### src/rtl/mce_pkg.sv
// Shared types and constants for the Morse code encoder.
// Holds the symbol codes, the job record passed from classifier to emitter,
// and the letter/digit code lookup. No dependencies.
`timescale 1ns / 1ps

package mce_pkg;

  localparam int MAX_SYMS = 6;   // one gap plus up to five dots/dashes
  localparam int SYM_W    = 3;
  localparam int CNT_W    = 3;
  localparam int IDX_W    = 6;   // 36 table entries

  typedef enum logic [SYM_W-1:0] {
    SYM_DOT        = 3'd0,
    SYM_DASH       = 3'd1,
    SYM_LETTER_GAP = 3'd2,
    SYM_WORD_GAP   = 3'd3,
    SYM_LINE_END   = 3'd4
  } sym_t;

  // Work for one accepted item: symbols in order, syms[0] goes out first.
  typedef struct packed {
    logic                              valid;
    logic [CNT_W-1:0]                  count;
    logic                              line_error;
    logic [MAX_SYMS-1:0][SYM_W-1:0]    syms;
  } job_t;

  // Entry layout: {length[2:0], pattern[4:0]}, pattern bit 0 is the first
  // element, 1 = dash. Entries 0..25 are A..Z, 26..35 are 0..9.
  function automatic logic [7:0] code_lookup(input logic [IDX_W-1:0] idx);
    logic [7:0] entry;
    case (idx)
      6'd0:  entry = {3'd2, 5'b00010};
      6'd1:  entry = {3'd4, 5'b00001};
      6'd2:  entry = {3'd4, 5'b00101};
      6'd3:  entry = {3'd3, 5'b00001};
      6'd4:  entry = {3'd1, 5'b00000};
      6'd5:  entry = {3'd4, 5'b00100};
      6'd6:  entry = {3'd3, 5'b00011};
      6'd7:  entry = {3'd4, 5'b00000};
      6'd8:  entry = {3'd2, 5'b00000};
      6'd9:  entry = {3'd4, 5'b01110};
      6'd10: entry = {3'd3, 5'b00101};
      6'd11: entry = {3'd4, 5'b00010};
      6'd12: entry = {3'd2, 5'b00011};
      6'd13: entry = {3'd2, 5'b00001};
      6'd14: entry = {3'd3, 5'b00111};
      6'd15: entry = {3'd4, 5'b00110};
      6'd16: entry = {3'd4, 5'b01011};
      6'd17: entry = {3'd3, 5'b00010};
      6'd18: entry = {3'd3, 5'b00000};
      6'd19: entry = {3'd1, 5'b00001};
      6'd20: entry = {3'd3, 5'b00100};
      6'd21: entry = {3'd4, 5'b01000};
      6'd22: entry = {3'd3, 5'b00110};
      6'd23: entry = {3'd4, 5'b01001};
      6'd24: entry = {3'd4, 5'b01101};
      6'd25: entry = {3'd4, 5'b00011};
      6'd26: entry = {3'd5, 5'b11111};
      6'd27: entry = {3'd5, 5'b11110};
      6'd28: entry = {3'd5, 5'b11100};
      6'd29: entry = {3'd5, 5'b11000};
      6'd30: entry = {3'd5, 5'b10000};
      6'd31: entry = {3'd5, 5'b00000};
      6'd32: entry = {3'd5, 5'b00001};
      6'd33: entry = {3'd5, 5'b00011};
      6'd34: entry = {3'd5, 5'b00111};
      6'd35: entry = {3'd5, 5'b01111};
      default: entry = 8'd0;
    endcase
    return entry;
  endfunction

endpackage

### src/rtl/mce_classify.sv
// Character classifier and word-state registers for the Morse encoder.
// Turns one input item into a symbol job and updates the line state.
// Depends on mce_pkg.
`timescale 1ns / 1ps

module mce_classify (
  input  logic                 clk,
  input  logic                 rst,
  input  logic                 fire,
  input  logic                 op,
  input  logic [7:0]           char_code,
  output mce_pkg::job_t        job
);

  localparam logic [7:0] CH_SPACE = 8'h20;

  logic inside_word;
  logic nothing_emitted_yet;
  logic error_seen;
  logic inside_word_next;
  logic nothing_emitted_yet_next;
  logic error_seen_next;

  logic                         is_upper;
  logic                         is_lower;
  logic                         is_digit;
  logic                         is_space;
  logic                         is_skip;
  logic [mce_pkg::IDX_W-1:0]    idx;
  logic [7:0]                   entry;
  logic                         gap;
  logic [mce_pkg::MAX_SYMS-1:0] pat_sh;

  assign is_upper = (char_code >= 8'h41) && (char_code <= 8'h5A);
  assign is_lower = (char_code >= 8'h61) && (char_code <= 8'h7A);
  assign is_digit = (char_code >= 8'h30) && (char_code <= 8'h39);
  assign is_space = (char_code == CH_SPACE);
  assign is_skip  = (char_code == 8'h2C) || (char_code == 8'h2E) || (char_code == 8'h3B) ||
                    (char_code == 8'h3A) || (char_code == 8'h2D) || (char_code == 8'h21) ||
                    (char_code == 8'h3F) || (char_code == 8'h27) || (char_code == 8'h22);

  always_comb begin
    priority if (is_upper) begin
      idx = 6'(char_code - 8'h41);
    end else if (is_lower) begin
      idx = 6'(char_code - 8'h61);
    end else begin
      idx = 6'(char_code - 8'h30 + 8'd26);
    end
  end

  assign entry  = mce_pkg::code_lookup(idx);
  assign gap    = !nothing_emitted_yet;
  // make room for the gap symbol in front of the pattern
  assign pat_sh = gap ? {entry[4:0], 1'b0} : {1'b0, entry[4:0]};

  always_comb begin
    job            = '0;
    inside_word_next         = inside_word;
    nothing_emitted_yet_next = nothing_emitted_yet;
    error_seen_next          = error_seen;
    for (int i = 0; i < mce_pkg::MAX_SYMS; i++) begin
      job.syms[i] = pat_sh[i] ? mce_pkg::SYM_DASH : mce_pkg::SYM_DOT;
    end
    if (gap) begin
      job.syms[0] = inside_word ? mce_pkg::SYM_LETTER_GAP : mce_pkg::SYM_WORD_GAP;
    end
    job.count = entry[7:5] + {2'b00, gap};

    priority if (op) begin
      job.valid      = 1'b1;
      job.count      = 3'd1;
      job.line_error = error_seen;
      job.syms[0]    = mce_pkg::SYM_LINE_END;
      inside_word_next         = 1'b0;
      nothing_emitted_yet_next = 1'b1;
      error_seen_next          = 1'b0;
    end else if (error_seen) begin
      job.valid = 1'b0;
    end else if (is_space) begin
      job.valid        = 1'b0;
      inside_word_next = 1'b0;
    end else if (is_skip) begin
      job.valid = 1'b0;
    end else if (is_upper || is_lower || is_digit) begin
      job.valid                = 1'b1;
      inside_word_next         = 1'b1;
      nothing_emitted_yet_next = 1'b0;
    end else begin
      // invalid character: drop the rest of the line until its end
      job.valid       = 1'b0;
      error_seen_next = 1'b1;
    end
  end

  always_ff @(posedge clk) begin
    if (rst) begin
      inside_word         <= 1'b0;
      nothing_emitted_yet <= 1'b1;
      error_seen          <= 1'b0;
    end else if (fire) begin
      inside_word         <= inside_word_next;
      nothing_emitted_yet <= nothing_emitted_yet_next;
      error_seen          <= error_seen_next;
    end
  end

  a_line_end_clears: assert property (@(posedge clk) disable iff (rst)
    fire && op |=> nothing_emitted_yet && !inside_word && !error_seen)
    else $error("line end did not clear word state");

  a_word_needs_letter: assert property (@(posedge clk) disable iff (rst)
    inside_word |-> !nothing_emitted_yet)
    else $error("inside a word with no letter emitted");

  a_error_freezes: assert property (@(posedge clk) disable iff (rst)
    fire && !op && error_seen |=> error_seen && $stable(inside_word)
      && $stable(nothing_emitted_yet))
    else $error("state changed after an invalid character");

endmodule

### src/rtl/mce_emit.sv
// Result register and symbol sequencer for the Morse encoder.
// Holds one symbol job and hands its symbols out one per accepted result.
// Depends on mce_pkg.
`timescale 1ns / 1ps

module mce_emit (
  input  logic                 clk,
  input  logic                 rst,
  input  logic                 load,
  input  mce_pkg::job_t        job,
  output logic                 take_ok,
  output logic                 out_valid,
  input  logic                 out_ready,
  output logic [2:0]           symbol,
  output logic                 line_error,
  output logic                 last
);

  logic                                           busy;
  logic [mce_pkg::CNT_W-1:0]                      count;
  logic                                           err;
  logic [mce_pkg::MAX_SYMS-1:0][mce_pkg::SYM_W-1:0] syms;
  logic                                           out_fire;

  assign out_valid  = busy;
  assign symbol     = syms[0];
  assign line_error = err;
  assign last       = (count == 3'd1);
  assign out_fire   = busy && out_ready;
  // take a new job when empty or as the final symbol leaves
  assign take_ok    = !busy || (out_ready && last);

  always_ff @(posedge clk) begin
    if (rst) begin
      busy <= 1'b0;
    end else if (load) begin
      busy <= 1'b1;
    end else if (out_fire && last) begin
      busy <= 1'b0;
    end
  end

  always_ff @(posedge clk) begin
    if (load) begin
      count <= job.count;
      err   <= job.line_error;
      syms  <= job.syms;
    end else if (out_fire) begin
      count <= count - 3'd1;
      syms  <= {mce_pkg::SYM_W'(mce_pkg::SYM_DOT), syms[mce_pkg::MAX_SYMS-1:1]};
    end
  end

  a_count_live: assert property (@(posedge clk) disable iff (rst)
    busy |-> (count != 3'd0) && (count <= 3'(mce_pkg::MAX_SYMS)))
    else $error("job count out of range while busy");

  a_line_end_last: assert property (@(posedge clk) disable iff (rst)
    busy && symbol == mce_pkg::SYM_LINE_END |-> last)
    else $error("line end item is not the last result");

  a_error_on_line_end: assert property (@(posedge clk) disable iff (rst)
    busy && line_error |-> symbol == mce_pkg::SYM_LINE_END)
    else $error("error flag on a symbol that is not a line end");

  a_advance: assert property (@(posedge clk) disable iff (rst)
    out_fire && !last && !load |=> busy && count == $past(count) - 3'd1)
    else $error("sequencer did not advance");

endmodule

### src/rtl/morse_code_encoder_unit.sv
// Top level of the streaming Morse code encoder.
// Instantiates the classifier (mce_classify) and the sequencer (mce_emit).
// Depends on mce_pkg.
`timescale 1ns / 1ps

// Accepts one character or end-of-line item per cycle while the result side
// keeps up and the result register holds at most its final result. A letter
// or digit is decoded in the cycle it is accepted and gives one to six results
// (an optional letter or word gap, then its dots and dashes), sent one per
// cycle from the result register while out_ready is high; the next item is
// taken in the same cycle as the previous item's last result. Spaces, skipped
// punctuation, invalid characters and characters after an invalid one give no
// results. An end-of-line item gives a single line-end result whose line_error
// flag tells the consumer to discard the line.

module morse_code_encoder_unit (
  input  logic        clk,
  input  logic        rst,
  input  logic        in_valid,
  output logic        in_ready,
  input  logic        op,
  input  logic [7:0]  char_code,
  output logic        out_valid,
  input  logic        out_ready,
  output logic [2:0]  symbol,
  output logic        line_error,
  output logic        last
);

  mce_pkg::job_t job;
  logic          in_fire;

  assign in_fire = in_valid && in_ready;

  mce_classify u_classify (
    .clk       (clk),
    .rst       (rst),
    .fire      (in_fire),
    .op        (op),
    .char_code (char_code),
    .job       (job)
  );

  mce_emit u_emit (
    .clk        (clk),
    .rst        (rst),
    .load       (in_fire && job.valid),
    .job        (job),
    .take_ok    (in_ready),
    .out_valid  (out_valid),
    .out_ready  (out_ready),
    .symbol     (symbol),
    .line_error (line_error),
    .last       (last)
  );

endmodule
### config.mk
export PLATFORM = sky130hd
export DESIGN_NAME = morse_code_encoder_unit
export DESIGN_NICKNAME = d
export VERILOG_FILES = /design/src/rtl/mce_pkg.sv /design/src/rtl/mce_classify.sv /design/src/rtl/mce_emit.sv /design/src/rtl/morse_code_encoder_unit.sv
export SDC_FILE = /design/constraint.sdc
export NUM_CORES = 1
export LEC_CHECK = 0
export BUFFER_PORTS_ARGS = -buffer_cell sky130_fd_sc_hd__buf_4
export CORE_MARGIN = 5
export CORE_UTILIZATION = 55
export CTS_CLUSTER_SIZE = 30
export DETAILED_ROUTE_END_ITERATION = 12
export GPL_ROUTABILITY_DRIVEN = 0
export MAX_ROUTING_LAYER = met4
export PLACE_DENSITY = 0.75
export SLEW_MARGIN = 25
export SYNTH_ARGS = -nofsm -noshare
export SYNTH_HDL_FRONTEND = slang
export SYNTH_SLANG_ARGS = --single-unit
### constraint.sdc
create_clock -name clk -period 4.6 [get_ports clk]
set_input_delay 0.23 -clock clk [delete_from_list [all_inputs] [get_ports clk]]
set_output_delay 0.23 -clock clk [all_outputs]
set_load 0.05 [all_outputs]
==> metrics, run 1 <==
Tcrit/Tclk final 83.2%; Critical Path End Type register; crit path time final approximately 3800 ps; syn avg cell area just over 8 sq um; final worst clock skew 1.98 ps; clock network power share ~18%; CP required between 4000 and 5000 ps; Clock Tree Buf Depth 2; CTS Root Cell clkbuf_8; total core area approximately 3600 sq um; sequential area share after synthesis between 20% and 30%; clk_lat worst skew 240 ps; post-place setup slack around 590 ps; CP max stage cell xnor2_1; Post CTS Setup Buffer Count 0; Main synth FF type edfxtp_1; Syn Std Cell Area roughly 2000 sq um; Hold Fails Final Rpt 0; TritonCTS clock tree yes; Metal-1 WL 2110 um; sw frac between 40 and 50%; row cnt 22; Post-synth EDFFs 12; worst path arrival time approximately 3800 ps; Layout Utilization between 60% and 70%; final setup fails 0; Die Area roughly 5000 sq um; Tot Pwr roughly 0.57 mW; vias in the first global route ~1800; Top delay family on crit path simple AND/OR/NAND/NOR gates; critical path cell sequence buf_4 > inv_1 > ha_1 > nor2b_1 > nor2_1 > nor2_1 > xnor2_1 > inv_1 > ha_1 > nor2_1 > a21oi_1 > o221ai_1 > o21ai_0 > a21o_1 > ha_1 > ha_1 > xor2_1 > a32o_1; initial antenna violation count 0; critical path type in2reg; outcome finished clean; gr usage total 20.1%; most used cell, CP ha_1; DPL Wire Length between 3000 and 4000 um; Yosys cell types 62; diode count 0; Max Freq approximately 0.26 GHz; pin count of the biggest net entering global routing 17; Max Slew Vio Count 0; Die Height between 70 and 80 um; PwrDens between 200 and 300 nW/um^2; Slew HR about 45%; layout cells sized above 1 15.3%; DRC 0; Initial Util 55.7%; Peak VDD IR 0.100 mV; Max FO, Critical Path 10; Final ANT Viol Nets 0; register share of total power between 30 and 40%; synth-to-layout area growth 9.91%; Finished Cell Area approximately 2200 sq um; # hold bufs at CTS 0; RSZ-0062 raised after global routing no; PortBufs 19; Top-Level Pins 20; global-route wire length before repair ~8100 um; Routed met3 length roughly 320 um; max-cap violations 0; WL per Instance 16.2 um; CTS H-tree lvls 1; placed inst area about 2200 sq um; first drt pass iteration count 4; Pleak between 0.9 and 1 nW; Int Pwr between 0.3 and 0.4 mW; Reg clk slew, reported paths 60 ps; Overflow after GRT 0; P_sw 0.227 mW; routed wl met2 ~2400 um; synth warn 0; final-stage net count approximately 290; slowest stage delay, CP around 520 ps; Routed WL roughly 5000 um; DR vias slightly below 2000; vias per cell 6.27; #FFs+latches synth 16; CP startpoint kind input pin; clock tree sinks 16; synthesized net count around 280; CTS buffer count 3; DRT iter0 DRCs 139; Synth Instances 246; worst-margin pin slew about 830 ps; Die Span X 70.4 um; CTS resizes 0; Setup TNS Final 0 ps; Max Used Layer met4; Hold Path Class in2reg; worst path bufs/invs 3; Final WS setup just under 800 ps; Logic pwr share around 49%; asr flop ratio synth 0%
## power by group through the flow
stage / Combinational (mW) / Sequential (mW) / Clock [mW]
5_1_grt: 0.303 / 0.187 / 0.111
6_report: 0.278 / 0.185 / 0.102
4_1_cts: 0.274 / 0.185 / 0.103
3_3_place_gp: 0.272 / 0.188 / 0
3_5_place_dp: 0.272 / 0.188 / 0
2_1_floorplan: 0.204 / 0.191 / 0
## metal layers
layer / GRT usage [%] / vias to the layer above
met5: - / -
met4: 8.30 / 0
met3: 1.01 / 10
met2: 34.6 / 83
met1: 24.5 / 883
li1: - / 962
## cells in the mapped netlist, drive strengths merged, types with 4 or more instances
cell type / count / area [sq um]
inv: 15 / 56.3
ha: 19 / 238
nand2b: 5 / 31.3
nor2: 26 / 97.6
nand4: 4 / 25.0
a31oi: 8 / 56.3
o21ai: 19 / 95.1
o31ai: 5 / 37.5
nor3: 9 / 56.3
o211ai: 4 / 30.0
xor2: 5 / 51.3
edfxtp: 12 / 360
nand3: 8 / 52.6
a21oi: 22 / 110
nand2: 15 / 58.8
buf: 9 / 63.8
dfxtp: 4 / 80.1
## through the flow
stage | cells | hold WS [ps]
2_1_floorplan | 246 | 299
3_3_place_gp | 305 | 418
3_5_place_dp | 305 | 420
4_1_cts | 309 | 169
5_1_grt | 309 | 174
6_report | 309 | 170
## area by class of cell
type	instances	area [sq um]
Multi-Input combinational cell	204	1440
Fill cell	321	1400
Sequential cell	16	440
Timing Repair Buffer	22	165
Tap cell	48	60.1
Inverter	15	56.3
Clock buffer	4	45.0
## worst paths after layout
path                         start  cells past startpoint  slack, ps                     to
max                   char_code[2]                     18        770        u_emit.count[2]
min                            rst                      2        170  u_classify.error_seen
max reg2reg        u_emit.count[1]                     10       2050        u_emit.count[2]
min reg2reg  u_classify.error_seen                      2        480  u_classify.error_seen
## cell usage in the layout (no fill, tap or decap), types with 3 or more instances in the layout
cell type | synthesis | final
nand4_1 | 4 | 4
and2_1 | 3 | 3
nor3_1 | 8 | 8
edfxtp_1 | 12 | 12
o211ai_1 | 4 | 4
o31ai_1 | 5 | 5
ha_1 | 19 | 19
nand3_1 | 7 | 7
a21oi_1 | 22 | 22
buf_4 | 5 | 22
nand2_1 | 14 | 14
nor2_1 | 26 | 26
xor2_1 | 4 | 4
clkbuf_8 | 0 | 3
dfxtp_1 | 4 | 4
o21ai_0 | 18 | 18
a31oi_1 | 7 | 7
nand2b_1 | 5 | 5
a221oi_1 | 3 | 3
inv_1 | 15 | 15
a22o_1 | 3 | 3
o2111ai_1 | 3 | 3
## flip-flops by register name, summed over array words and instances, names as in the netlist
name and count:
u_emit.syms 5, u_classify.inside_word 1, u_emit.out_valid 1, u_emit.symbol 3, u_classify.nothing_emitted_yet 1, u_classify.error_seen 1
u_emit.line_error 1, u_emit.count 3
## cell families after synthesis
family | Yosys count | synth area share [%]
AOI/OAI and AO/OA | 92 | 32.8
muxes | 2 | 0.997
and+or+nand+nor | 84 | 22.3
xor gates and xnor gates | 7 | 3.80
buffers and inverters | 26 | 6.36
DFF | 16 | 21.9
adders and majority gates | 19 | 11.8
(Power assumes the default switching activity.)
==> run 2: changes to the inputs <==
==> constraint.sdc (replaced) <==
create_clock -name clk -period 3.9 [get_ports clk]
set_input_delay 0.195 -clock clk [delete_from_list [all_inputs] [get_ports clk]]
set_output_delay 0.195 -clock clk [all_outputs]
set_load 0.05 [all_outputs]
==> metrics, run 2 (same netlist as run 1, synthesis figures left out) <==
Peak VDD IR ~0.12 mV; CTS buffer count 3; worst-margin pin slew approximately 780 ps; Hold Path Class in2reg; hold-critical path depth 2; Tcrit/Tclk final 87.1%; critical path cell sequence buf_4 > inv_1 > ha_1 > inv_1 > a31o_4 > o21ai_0 > and2_1 > inv_1 > ha_1 > nor2_1 > a21oi_1 > o221ai_1 > o21ai_0 > a21o_1 > ha_1 > ha_1 > xor2_1 > a32o_1; Clock Tree Buf Depth 2; clk_lat worst skew between 200 and 300 ps; most used cell, CP ha_1; Die Span X 70.4 um; TritonCTS clock tree yes; Pleak about 0.94 nW; worst path arrival time 3400 ps; Setup TNS Final 0 ps; Max Freq 0.294 GHz; global-route wire length before repair approximately 8400 um; Reg clk slew, reported paths 60 ps; final setup fails 0; Largest Register u_emit.syms; CP max stage cell a31o_4; outcome finished clean; clock tree sinks 16; pin count of the biggest net entering global routing 17; Die Area just under 5000 sq um; max-cap violations 0; Top delay family on crit path compound AO/OA/AOI/OAI gates; most frequent cells in the layout 28 x buf_4, 26 x nor2_1, 22 x a21oi_1; total core area ~3600 sq um; CTS Root Cell clkbuf_8; Crit path depth 18; Routed WL between 5000 and 6000 um; Tot Pwr 0.696 mW; Overflow after GRT 0; layout cells sized above 1 approximately 18%; critical path type in2reg; crit path time final 3400 ps; final worst clock skew 2.56 ps; gr usage total 21.0%; placed inst area 2210 sq um; DPL Wire Length ~4000 um; final-stage net count 300; DRT iter0 DRCs ~160; synth-to-layout area growth 12.6%; post-route insts no fill between 300 and 400; Max FO, Critical Path 11; Top-Level Pins 20; initial antenna violation count 0; WL per Instance approximately 16 um; Finished Cell Area between 2000 and 2500 sq um; # hold bufs at CTS 0; CP startpoint kind input pin; Slew HR a little under half; DR vias between 1500 and 2000; Critical Path End Type register; DRC 0; first drt pass iteration count 4; slowest stage delay, CP 280 ps; diode count 0; PwrDens just over 300 nW/um^2; CTS resizes 0; Die Height slightly above 70 um; placed insts around 310; vias in the first global route 1789; Post CTS Setup Buffer Count 0; row cnt 22; PortBufs 19; commonest non-fill, non-tap cell in the layout buf_4; Reg2Reg Depth 8; Initial Util a little under three fifths; Max Slew Vio Count 0; flip-flop count of the largest register after layout 5; vias per cell just over 6; worst path bufs/invs 4; Final ANT Viol Nets 0; CP required between 3000 and 4000 ps; RSZ-0062 raised after global routing no; CTS H-tree lvls 1; Hold Fails Final Rpt 0
## run 2: changes by cell type in the layout (fill, tap and decap cells not counted), sizes merged
cell	previous run	this run
buf	22	28
## run 2: worst paths after layout
path	startpoint	to	slack, ps
max	char_code[1]	u_emit.count[2]	500
max reg2reg	u_emit.count[0]	u_emit.symbol[1]	960
min	rst	u_classify.error_seen	140
min reg2reg	u_classify.error_seen	u_classify.error_seen	500
## run 2: routing by layer
layer	up-vias	share of wire (%)	track usage, %
met1	918	43	25.7
li1	972	-	-
met2	62	50	36.7
met5	-	0	-
met3	12	5.0	1.29
met4	0	2.3	6.38
## run 2: area by class of cell
class | instances | area, sq um
timing repair buffer | 28 | 210
sequential | 16 | 440
inverter | 15 | 56.3
clock buffer | 4 | 55.1
multi-input combinational | 204 | 1440
fill | 314 | 1340
tap | 48 | 60.1
## run 2: worst reg2reg max path: cells and delay by family (launching register included)
family / cells / cell delay (ps)
adder cells (fa/ha/maj): 1 / 220
AO/OA/AOI/OAI: 2 / 370
AND/OR/NAND/NOR: 5 / 1560
flip-flops: 1 / 420
## run 2: through the flow
step | hold slack [ps] | utilization, % | setup WS [ps]
2_1_floorplan | 264 | - | 480
3_3_place_gp | 382 | 61.2 | 365
3_5_place_dp | 399 | 61.2 | 295
4_1_cts | 141 | 62.7 | 548
5_1_grt | 149 | 62.7 | 287
6_report | 140 | 62.7 | 501
## run 2: report_power, final
| part | switching, mW | internal (mW) | leakage (nW) |
|---|---|---|---|
| Clock | 0.0538 | 0.0895 | 0.0288 |
| Combinational | 0.211 | 0.124 | 0.763 |
| Sequential | 0.00857 | 0.210 | 0.149 |
==> run 3: changes to the inputs <==
--- a/config.mk
+++ b/config.mk
@@ -12,8 +12,9 @@
 export DETAILED_ROUTE_END_ITERATION = 12
 export GPL_ROUTABILITY_DRIVEN = 0
 export MAX_ROUTING_LAYER = met4
-export PLACE_DENSITY = 0.75
+export PLACE_DENSITY = 0.74
 export SLEW_MARGIN = 25
 export SYNTH_ARGS = -nofsm -noshare
 export SYNTH_HDL_FRONTEND = slang
+export SYNTH_HIERARCHICAL = 1
 export SYNTH_SLANG_ARGS = --single-unit
==> metrics, run 3 <==
synth top area cells edfxtp_1 24%, ha_1 8.0%, mux2_2 6.8%, buf_4 4.5%, o21ai_0 3.0%; DPL Wire Length about 4600 um; CTS buffer count 3; first drt pass iteration count 5; DRC 0; row cnt 26; #FFs+latches synth 26; Post CTS Setup Buffer Count 0; DRT iter0 DRCs 169; clk_lat worst skew 270 ps; CP startpoint kind input pin; initial antenna violation count 0; RR Endpoint u_emit/syms[4]; Reg clk slew, reported paths approximately 90 ps; global-route wire length before repair approximately 10000 um; worst-margin pin slew 657 ps; Synth Instances 298; RR Startpoint u_emit/count[1]; DR vias roughly 2300; syn avg cell area about 9.4 sq um; Main synth FF type edfxtp_1; Post-synth EDFFs 22; TritonCTS clock tree yes; total core area between 5000 and 6000 sq um; Overflow after GRT 0; CTS Root Cell clkbuf_8; fill count 430; Max Freq roughly 0.29 GHz; Initial Util between 50 and 60%; Top-Level Pins 20; Tot Pwr 0.906 mW; gr usage total between 10% and 20%; post-route insts no fill between 300 and 400; cell taking the most area after synthesis edfxtp_1; Slew HR 56.0%; worst path arrival time roughly 3500 ps; synth warn 6; clock tree sinks 26; vias in the first global route 2080; hold-critical path depth 2; Hold Path Class in2reg; asr flop ratio synth 0%; Peak VDD IR ~0.2 mV; most frequent cells in the layout 36 x buf_4, 22 x edfxtp_1, 20 x nand2_1; PwrDens roughly 300 nW/um^2; Syn Std Cell Area around 2800 sq um; Reg2Reg Depth 7; final setup fails 0; Reg2Reg Setup Slack ~1800 ps; Tcrit/Tclk final between 80% and 90%; CTS H-tree lvls 1; HP Start rst; final-stage net count ~350; Setup TNS Final 0 ps; Critical Path End Type register; cell with the most instances after synthesis edfxtp_1; WL per Instance around 16 um; Hold Fails Final Rpt 0; Max FO, Critical Path 7; Die Span X around 81 um; Pleak roughly 1.2 nW; Die Height 81.5 um; RSZ-0062 raised after global routing no; Die Area about 6600 sq um; synth-to-layout area growth 6.99%; CP required ~3900 ps; Clock Tree Buf Depth 2; critical path type in2reg; WHS Endpoint u_emit/out_valid; Final ANT Viol Nets 0; diode count 0; final worst clock skew ~2.4 ps; Yosys cell types 76; flip-flop count of the largest register after layout 15; outcome finished clean; PortBufs 19; placed insts around 380; Max Slew Vio Count 0; commonest non-fill, non-tap cell in the layout buf_4; pin count of the biggest net entering global routing 22; Largest Register u_emit/syms; max-cap violations 0; CP startpoint char_code[1]; vias per cell about 6.1; Routed WL 6110 um; top cell type's share of synthesized area between 20% and 30%; crit path time final between 3000 and 4000 ps; top post-synthesis cells by count 22 x edfxtp_1, 20 x nand2_1, 18 x ha_1; Layout Utilization 59.6%; layout cells sized above 1 approximately 28%; sequential area share after synthesis between 20% and 30%
-- run 3: through the flow --
stage | setup WS [ps] | hold slack [ps] | area [sq um]
4_1_cts | 291 | 112 | 3000
3_5_place_dp | -13.6 | 401 | 2950
6_report | 409 | 114 | 3010
3_3_place_gp | 169 | 401 | 2950
5_1_grt | 44.4 | 112 | 3010
2_1_floorplan | 33.3 | 263 | 2860
-- run 3: worst max-delay path, cell delays in order --
cell and delay [ps]:
buf_4 110, inv_1 140, ha_4 190, or3b_4 400, o31a_4 310, o21a_4 160
buf_4 180, o211ai_2 260, and2_2 260, o211ai_1 130, a31oi_1 240, ha_1 200
ha_1 200, nor2_1 70, o211ai_1 80, o31a_1 160, o211ai_1 80, nand2_1 70
o21ai_0 70
-- run 3: worst max-delay path by stage --
stage	slack [ps]	to
after CTS	290	u_emit/count[2]
final	410	u_emit/count[2]
after detailed placement	-10	u_emit/count[2]
after floorplan	30	u_emit/count[2]
after global placement	170	u_emit/count[2]
after global routing	40	u_emit/count[2]
-- run 3: power by group --
group          switching (mW)  internal, mW  leakage (nW)
Sequential             0.0124         0.342         0.244
Clock                  0.0853        0.0706        0.0231
Combinational           0.227         0.168         0.926
-- run 3: final cells by class --
type                            count  area [sq um]  share of cell area, %
Tap cell                           70          87.6                   2.91
Inverter                           14          52.6                   1.75
Multi-Input combinational cell    235          1810                   60.2
Clock buffer                        3          41.3                   1.37
Timing Repair Buffer               36           270                   8.99
Clock inverter                      1          3.75                  0.125
Sequential cell                    26           741                   24.6
-- run 3: logic make-up after synthesis --
logic type	count (synthesis)	share of synthesized area [%]
compound gates	92	26.2
xor+xnor	8	2.49
fa+ha+maj	18	8.01
buf+inv	46	11.1
flops	26	26.4
mux	23	9.57
other cells	1	0.133
simple gates	84	16.1
-- run 3: timing repair --
action	CTS	global route
resized for setup	0	1
endpoints found under the setup margin	0	1
hold buffers	0	0
-- run 3: per-layer routing --
| layer | routed length [um] | global-route usage (%) | up-vias |
|---|---|---|---|
| li1 | - | - | 1135 |
| met1 | 2750 | 25.7 | 1098 |
| met2 | 2870 | 31.8 | 106 |
| met3 | 446 | 3.29 | 4 |
| met4 | 42 | 3.89 | 0 |
| met5 | 0 | - | - |
